### config.mk
export PLATFORM = sky130hd
export DESIGN_NAME = handle_slot_table
export DESIGN_NICKNAME = d
export VERILOG_FILES = /design/src/rtl/hst_pkg.sv /design/src/rtl/hst_ram.sv /design/src/rtl/handle_slot_table.sv
export SDC_FILE = /design/constraint.sdc
export NUM_CORES = 2
export LEC_CHECK = 0
export BUFFER_PORTS_ARGS = -buffer_cell sky130_fd_sc_hd__buf_2
export CELL_PAD_IN_SITES_DETAIL_PLACEMENT = 2
export CELL_PAD_IN_SITES_GLOBAL_PLACEMENT = 2
export CORE_ASPECT_RATIO = 2
export CORE_MARGIN = 4
export CORE_UTILIZATION = 25
export CTS_CLUSTER_SIZE = 10
export DETAILED_ROUTE_END_ITERATION = 10
export PLACE_DENSITY_LB_ADDON = 0.15
export SLEW_MARGIN = 20
export SYNTH_ARGS = -nofsm -noshare
export SYNTH_HDL_FRONTEND = slang
export SYNTH_HIERARCHICAL = 1
export SYNTH_SLANG_ARGS = --single-unit
### constraint.sdc
create_clock -name i_clk -period 10.6 [get_ports i_clk]
set_clock_uncertainty 0.15 [all_clocks]
set_input_delay 0 -clock i_clk [delete_from_list [all_inputs] [get_ports i_clk]]
set_output_delay 0 -clock i_clk [all_outputs]
set_load 0.02 [all_outputs]
### src/rtl/hst_pkg.sv
// Package for the handle slot table: sizes, request and response codes, and the
// request and response structs used on the ports. Depends on nothing.
package hst_pkg;

    localparam int TABLE_SLOTS = 64;
    localparam int SLOT_W      = 6;
    localparam int VALUE_W     = 32;
    localparam int COUNT_W     = 7;

    typedef enum logic [1:0] {
        CMD_INSERT = 2'd0,
        CMD_SET    = 2'd1,
        CMD_REMOVE = 2'd2,
        CMD_CLEAR  = 2'd3
    } t_cmd;

    typedef enum logic [1:0] {
        ST_OK      = 2'd0,
        ST_BAD_ARG = 2'd1,
        ST_FULL    = 2'd2
    } t_status;

    typedef struct packed {
        t_cmd               cmd;
        logic [SLOT_W-1:0]  slot_index;
        logic [VALUE_W-1:0] entry_value;
    } t_req;

    typedef struct packed {
        t_status            status;
        logic [SLOT_W-1:0]  placed_index;
        logic [VALUE_W-1:0] old_value;
        logic [COUNT_W-1:0] occupied;
    } t_rsp;

endpackage

### src/rtl/hst_ram.sv
// Generic single-port-write, single-port-read RAM with a registered read.
// Depends on nothing.
module hst_ram #(
    parameter int WIDTH = 32,
    parameter int DEPTH = 64
) (
    input  logic                     i_clk,
    input  logic                     i_we,
    input  logic [$clog2(DEPTH)-1:0] i_waddr,
    input  logic [WIDTH-1:0]         i_wdata,
    input  logic                     i_re,
    input  logic [$clog2(DEPTH)-1:0] i_raddr,
    output logic [WIDTH-1:0]         o_rdata
);

    logic [WIDTH-1:0] r_mem [DEPTH];
    logic [WIDTH-1:0] r_rdata;

    always_ff @(posedge i_clk) begin
        if (i_we) begin
            r_mem[i_waddr] <= i_wdata;
        end
        if (i_re) begin
            r_rdata <= r_mem[i_raddr];
        end
    end

    assign o_rdata = r_rdata;

endmodule

### src/rtl/handle_slot_table.sv
// Handle slot table top level: request decode, occupancy bitmap, lowest free slot
// search and result register. Depends on hst_pkg and hst_ram.
//
// The slot value is read from the value RAM in the cycle a request is taken, and
// the update, the search for the next free slot and the write back happen in
// S_EXEC, which waits while the last response is still stalled; no new request is
// taken before that. A finished response waits in its own register, and the next
// request is taken meanwhile. The occupancy bits live in flip-flops, so reset, clear
// and a configuration write empty the table at once, with no clearing pass.
module handle_slot_table (
    input  logic                        i_clk,
    input  logic                        i_rst_n,
    input  logic                        i_in_valid,
    output logic                        o_in_stall,
    input  hst_pkg::t_req               i_in,
    output logic                        o_out_valid,
    input  logic                        i_out_stall,
    output hst_pkg::t_rsp               o_out,
    input  logic                        i_cfg_valid,
    output logic                        o_cfg_ready,
    input  logic [hst_pkg::COUNT_W-1:0] i_cfg_data
);

    import hst_pkg::*;

    typedef enum logic [1:0] {
        S_IDLE = 2'b01,
        S_EXEC = 2'b10
    } t_state;

    t_state                   r_state, n_state;
    t_req                     r_req;
    logic [TABLE_SLOTS-1:0]   r_full, n_full;
    logic [COUNT_W-1:0]       r_occ, n_occ;
    logic [COUNT_W-1:0]       r_lowest, n_lowest;
    logic [COUNT_W-1:0]       r_act, n_act;
    logic                     r_out_valid, n_out_valid;
    t_rsp                     r_out, n_out;

    logic                     in_accept;
    logic                     cfg_accept;
    logic                     commit;
    logic                     ram_we;
    logic [SLOT_W-1:0]        ram_waddr;
    logic [VALUE_W-1:0]       ram_rdata;
    logic [COUNT_W-1:0]       idx_ext;
    logic [COUNT_W-1:0]       search_start;
    logic                     search_en;

    function automatic logic [COUNT_W-1:0] first_free(
        input logic [TABLE_SLOTS-1:0] free,
        input logic [COUNT_W-1:0]     start,
        input logic [COUNT_W-1:0]     act
    );
        logic [TABLE_SLOTS-1:0] cand;
        logic [TABLE_SLOTS-1:0] first;
        logic [COUNT_W-1:0]     pos;
        for (int i = 0; i < TABLE_SLOTS; i++) begin
            cand[i] = free[i] && (COUNT_W'(i) >= start) && (COUNT_W'(i) < act);
        end
        first = cand & (~cand + TABLE_SLOTS'(1));
        pos   = '0;
        for (int i = 0; i < TABLE_SLOTS; i++) begin
            pos = pos | (first[i] ? COUNT_W'(i) : '0);
        end
        return (|cand) ? pos : act;
    endfunction

    assign in_accept   = i_in_valid && !o_in_stall;
    assign cfg_accept  = i_cfg_valid && o_cfg_ready;
    assign o_in_stall  = (r_state != S_IDLE);
    assign o_cfg_ready = 1'b1;
    assign o_out_valid = r_out_valid;
    assign o_out       = r_out;
    assign commit      = (r_state == S_EXEC) && (!r_out_valid || !i_out_stall);
    assign idx_ext     = {1'b0, r_req.slot_index};

    hst_ram #(
        .WIDTH (VALUE_W),
        .DEPTH (TABLE_SLOTS)
    ) u_values (
        .i_clk   (i_clk),
        .i_we    (ram_we),
        .i_waddr (ram_waddr),
        .i_wdata (r_req.entry_value),
        .i_re    (in_accept),
        .i_raddr (i_in.slot_index),
        .o_rdata (ram_rdata)
    );

    always_comb begin
        n_state      = r_state;
        n_full       = r_full;
        n_occ        = r_occ;
        n_lowest     = r_lowest;
        n_act        = r_act;
        n_out        = r_out;
        n_out_valid  = r_out_valid && i_out_stall;
        ram_we       = 1'b0;
        ram_waddr    = r_req.slot_index;
        search_en    = 1'b0;
        search_start = '0;

        unique case (r_state)
            S_IDLE: begin
                if (in_accept) begin
                    n_state = S_EXEC;
                end
            end
            S_EXEC: begin
                if (commit) begin
                    n_state              = S_IDLE;
                    n_out_valid          = 1'b1;
                    n_out.status         = ST_OK;
                    n_out.placed_index   = '0;
                    n_out.old_value      = '0;
                    unique case (r_req.cmd)
                        CMD_INSERT: begin
                            if (r_req.entry_value == '0) begin
                                n_out.status = ST_BAD_ARG;
                            end else if (r_occ >= r_act || r_lowest >= r_act) begin
                                n_out.status = ST_FULL;
                            end else begin
                                ram_we                     = 1'b1;
                                ram_waddr                  = r_lowest[SLOT_W-1:0];
                                n_full[r_lowest[SLOT_W-1:0]] = 1'b1;
                                n_occ                      = r_occ + 1'b1;
                                n_out.placed_index         = r_lowest[SLOT_W-1:0];
                                search_en                  = 1'b1;
                                search_start               = r_lowest + 1'b1;
                            end
                        end
                        CMD_SET: begin
                            if (r_req.entry_value == '0 || idx_ext >= r_act) begin
                                n_out.status = ST_BAD_ARG;
                            end else begin
                                ram_we = 1'b1;
                                if (!r_full[r_req.slot_index]) begin
                                    n_occ = r_occ + 1'b1;
                                end
                                n_full[r_req.slot_index] = 1'b1;
                                if (idx_ext == r_lowest) begin
                                    search_en    = 1'b1;
                                    search_start = idx_ext + 1'b1;
                                end
                            end
                        end
                        CMD_REMOVE: begin
                            if (idx_ext >= r_act) begin
                                n_out.status = ST_BAD_ARG;
                            end else if (r_full[r_req.slot_index]) begin
                                n_out.old_value          = ram_rdata;
                                n_full[r_req.slot_index] = 1'b0;
                                n_occ                    = r_occ - 1'b1;
                                if (idx_ext < r_lowest) begin
                                    n_lowest = idx_ext;
                                end
                            end
                        end
                        CMD_CLEAR: begin
                            n_full   = '0;
                            n_occ    = '0;
                            n_lowest = '0;
                        end
                        default: begin
                            n_out.status = ST_BAD_ARG;
                        end
                    endcase
                    if (search_en) begin
                        n_lowest = (n_occ >= r_act) ? r_act
                                 : first_free(~n_full, search_start, r_act);
                    end
                    n_out.occupied = n_occ;
                end
            end
            default: begin
                n_state = S_IDLE;
            end
        endcase

        if (cfg_accept) begin
            if (i_cfg_data == '0) begin
                n_act = COUNT_W'(1);
            end else if (i_cfg_data > COUNT_W'(TABLE_SLOTS)) begin
                n_act = COUNT_W'(TABLE_SLOTS);
            end else begin
                n_act = i_cfg_data;
            end
            n_full   = '0;
            n_occ    = '0;
            n_lowest = '0;
        end
    end

    always_ff @(posedge i_clk) begin
        if (!i_rst_n) begin
            r_state     <= S_IDLE;
            r_full      <= '0;
            r_occ       <= '0;
            r_lowest    <= '0;
            r_act       <= COUNT_W'(TABLE_SLOTS);
            r_out_valid <= 1'b0;
        end else begin
            r_state     <= n_state;
            r_full      <= n_full;
            r_occ       <= n_occ;
            r_lowest    <= n_lowest;
            r_act       <= n_act;
            r_out_valid <= n_out_valid;
        end
    end

    always_ff @(posedge i_clk) begin
        if (in_accept) begin
            r_req <= i_in;
        end
        r_out <= n_out;
    end

    a_count_matches_bitmap: assert property (@(posedge i_clk) disable iff (!i_rst_n)
        $countones(r_full) == 32'(r_occ))
        else $error("Occupancy count disagrees with the occupancy bitmap.");

    a_count_within_active: assert property (@(posedge i_clk) disable iff (!i_rst_n)
        r_occ <= r_act && r_lowest <= r_act)
        else $error("Occupancy or lowest free slot exceeds the active size.");

    a_lowest_is_free: assert property (@(posedge i_clk) disable iff (!i_rst_n)
        r_lowest < r_act |-> !r_full[r_lowest[SLOT_W-1:0]])
        else $error("Lowest free slot points at an occupied slot.");

    a_accept_starts_exec: assert property (@(posedge i_clk) disable iff (!i_rst_n)
        in_accept |=> r_state == S_EXEC && o_in_stall)
        else $error("Accepted request did not enter the update cycle.");

endmodule

==> results.sh <==
export IMPL_antenna_found_initial=38
export IMPL_outcome="finished, final reports clean"
export IMPL_start_kind="flip-flop"
export IMPL_m1WireLength_mm=134
export IMPL_cts_sinks=2255
export IMPL_ir_worst_vdd_uv=108
export IMPL_cp_buffers_inverters=2
export IMPL_synth_area_leaders="edfxtp_1 (69%), mux4_2 (11%), mux2i_1 (2.1%)"
export IMPL_avgSynthCellArea_um2=17.4
export IMPL_synth_top_area_cell="edfxtp_1"
export IMPL_placed_cells=10377
export IMPL_max_cap_violations=0
export IMPL_period_minus_slack_ns=8.65
export IMPL_track_usage_pct=20.6
export IMPL_relSlewSlack_pct=16.4
export IMPL_fin_cells=10847
export IMPL_worst_path_max_delay_cell="o21ai_0"
export IMPL_fp_dieH_um=876
export IMPL_ys_flop_type="edfxtp_1"
export IMPL_cts_root_buf="clkbuf_16"
export IMPL_synthCells=5408
export IMPL_tritoncts="yes"
export IMPL_first_pass_iters=5
export IMPL_ys_seq_area_share_pct=70.9
export IMPL_grt_pass1_vias=62445
export IMPL_fin_nets=5889
export IMPL_rsz0062_at_grt="false"
export IMPL_portBuffers=100
export IMPL_coreArea_um2=375000
export IMPL_cts_htree_levels=5
export IMPL_synth_cell_types=115
export IMPL_max_slew_worst_pin_slew_ns=1.25
export IMPL_crit_family="simple AND/OR/NAND/NOR gates"
export IMPL_fmax_mhz=116
export IMPL_synth_seq_cells=2255
export IMPL_crit_chain="clkinv_1 -> ha_1 -> a21o_1 -> a31oi_1 -> o211a_2 -> nand3_1 -> nor2_1 -> nand2_1 -> o21ai_0 -> nand4_1 -> nor2_4 -> buf_4"
export IMPL_post_drt_wl_per_cell_um=37.5
export IMPL_yosysWarnings=6
export IMPL_cellPowerDensity_nw_per_um2=178
export IMPL_dieArea_um2=387000
export IMPL_final_hold_violation_count=0
export IMPL_layout_drive_gt1_share_pct=22.1
export IMPL_start_util_pct=25.1
export IMPL_grt_first_pass_wirelength_mm=553
export IMPL_regArea_um2=66800
export IMPL_ant_nets=0
export IMPL_fp_dieW_um=442
export IMPL_multiInputGateArea_um2=25900
export IMPL_cp_data_required_time_ns=11.01
export IMPL_clock_latency_ns=0.89
export IMPL_grt_ovfl_total=0
export IMPL_drc=0
export IMPL_finalMaxSlewViolations=0
export IMPL_cts_clk_slew_worst_paths_ns=0.07
export IMPL_vias=55830
export IMPL_syn_to_final_growth_pct=17.1
export IMPL_totalWireLength_mm=407
export IMPL_numCtsBuffers=272
export IMPL_path_max_fanout=24
export IMPL_synth_nets=5497
export IMPL_grt_max_degree=120
export IMPL_path_class="flip-flop to flip-flop"
export IMPL_finalCritPeriodShare_pct=81.6
export IMPL_dpl_hpwl_mm=279
export IMPL_gp_congestion=1.03
export IMPL_rows=318
export IMPL_power_leakage_nw=34.0
export IMPL_first_iter_violations=4068
export IMPL_synth_most_common_cell="edfxtp_1"
export IMPL_post_cts_resized=0
export IMPL_yosysTopAreaCellShare_pct=69.1
export IMPL_fill_cells=38134
export IMPL_async_reset_ff_share_pct=0
export IMPL_synth_area_um2=94200
export IMPL_met2_length_mm=228
export IMPL_end_kind="flip-flop"
export IMPL_worstPathArrival_ns=9.06
export IMPL_ios=102
export IMPL_cts_hold_fix_buffers=108
export IMPL_tns_ns=0
export IMPL_cts_setup_buffers=0
export IMPL_met3_length_mm=14.0
export IMPL_hold_path_class="input port to flip-flop"
export IMPL_top_layer_used="met5"
export IMPL_via_per_inst=5.15
export IMPL_synth_edf_count=2167
export IMPL_clk_path_buf_depth=4
export IMPL_synthTopCellsByCount="edfxtp_1 (2167), mux4_2 (447), nor2_1 (273)"
export IMPL_critPathMaxStageDelay_ns=0.98
export IMPL_setup_viol=0
cell families (layout without fill, tap and decap cells):
family	count (synthesis)	after routing	share of synthesized area [%]
muxes	656	656	12.9
other	1	22	0.00398
AOI/OAI and AO/OA	1009	1009	7.54
xor gates and xnor gates	15	15	0.139
DFF	2255	2255	70.9
buffers and inverters	408	866	2.43
adders and majority gates	37	37	0.491
and+or+nand+nor	1027	1027	5.55
registers in the layout (all words and copies together) (netlist names):
register          cells
u_values/r_mem     2048
o_out_valid           1
idx_ext               6
r_lowest              7
r_act                 7
u_values/o_rdata     32
r_req                34
r_state               2
o_out                47
r_full               64
r_occ                 7
routing by layer:
| metal | GRT usage [%] | vias up |
|---|---|---|
| met1 | 20.1 | 30487 |
| met5 | 0 | - |
| met3 | 2.74 | 830 |
| li1 | - | 23042 |
| met2 | 40.7 | 1469 |
| met4 | 12.3 | 2 |
stage by stage:
step / hold slack [ns] / instance area (µm²) / worst slack [ns] / util [%] / total power, mW
3_3_place_gp: 0.0291 / 102000 / 1.87 / 27.1 / 11.4
6_report: 0.123 / 110000 / 1.95 / 29.4 / 19.6
4_1_cts: 0.0190 / 110000 / 2.01 / 29.4 / 20.0
2_1_floorplan: -0.0511 / 94200 / 4.76 / - / 10.7
5_1_grt: 0.0541 / 110000 / 1.50 / 29.4 / 20.3
3_5_place_dp: 0.0312 / 102000 / 2.06 / 27.1 / 11.4
final cells by class:
type / count / share of cell area (%)
diodes: 21 / 0.0476
clock inverters: 23 / 0.237
well taps: 4960 / 5.62
repair buffers: 484 / 3.44
flip-flops and latches: 2255 / 60.6
multi-input cells: 2745 / 23.5
inverters: 42 / 0.147
clock buffers: 317 / 6.47
power by group:
part	total, mW	internal (mW)	switching [mW]
clock network	8.43	4.76	3.67
registers	9.86	9.82	0.0339
logic	1.34	0.382	0.956
total	19.6	15.0	4.66
cells in the final DEF, fill, tap and decap left out, types with 21 or more instances in the layout:
cell type / n
ha_1: 37
nand3_1: 122
nand2b_1: 30
buf_2: 96
dlygate4sd3_1: 108
and3_1: 55
edfxtp_1: 2167
nor4_1: 24
mux2i_1: 202
nand2_1: 210
o211ai_1: 57
o21ai_0: 135
mux4_2: 447
nor2_4: 68
dfxtp_1: 88
nor2_1: 199
a22oi_1: 138
o22ai_1: 61
nor3_1: 69
a31oi_1: 66
nand3b_1: 23
o2111ai_1: 21
a21oi_1: 176
buf_4: 269
a211oi_1: 66
clkbuf_1: 37
diode_2: 21
nor2b_1: 21
o221ai_1: 22
nand4_1: 57
inv_1: 31
clkbuf_16: 279
path summary, 6_finish.rpt:
path | from | endpoint | slack [ns] | depth (start not counted)
setup / recovery | r_act[3] | u_values/r_mem[63][2] | 1.95 | 12
hold / removal | i_in[34] | idx_ext[2] | 0.12 | 2
setup reg to reg | r_act[3] | u_values/r_mem[63][2] | 1.95 | 12
hold reg to reg | r_full[13] | r_full[13] | 0.33 | 2
Note: power is estimated with default switching activity, not from simulation.
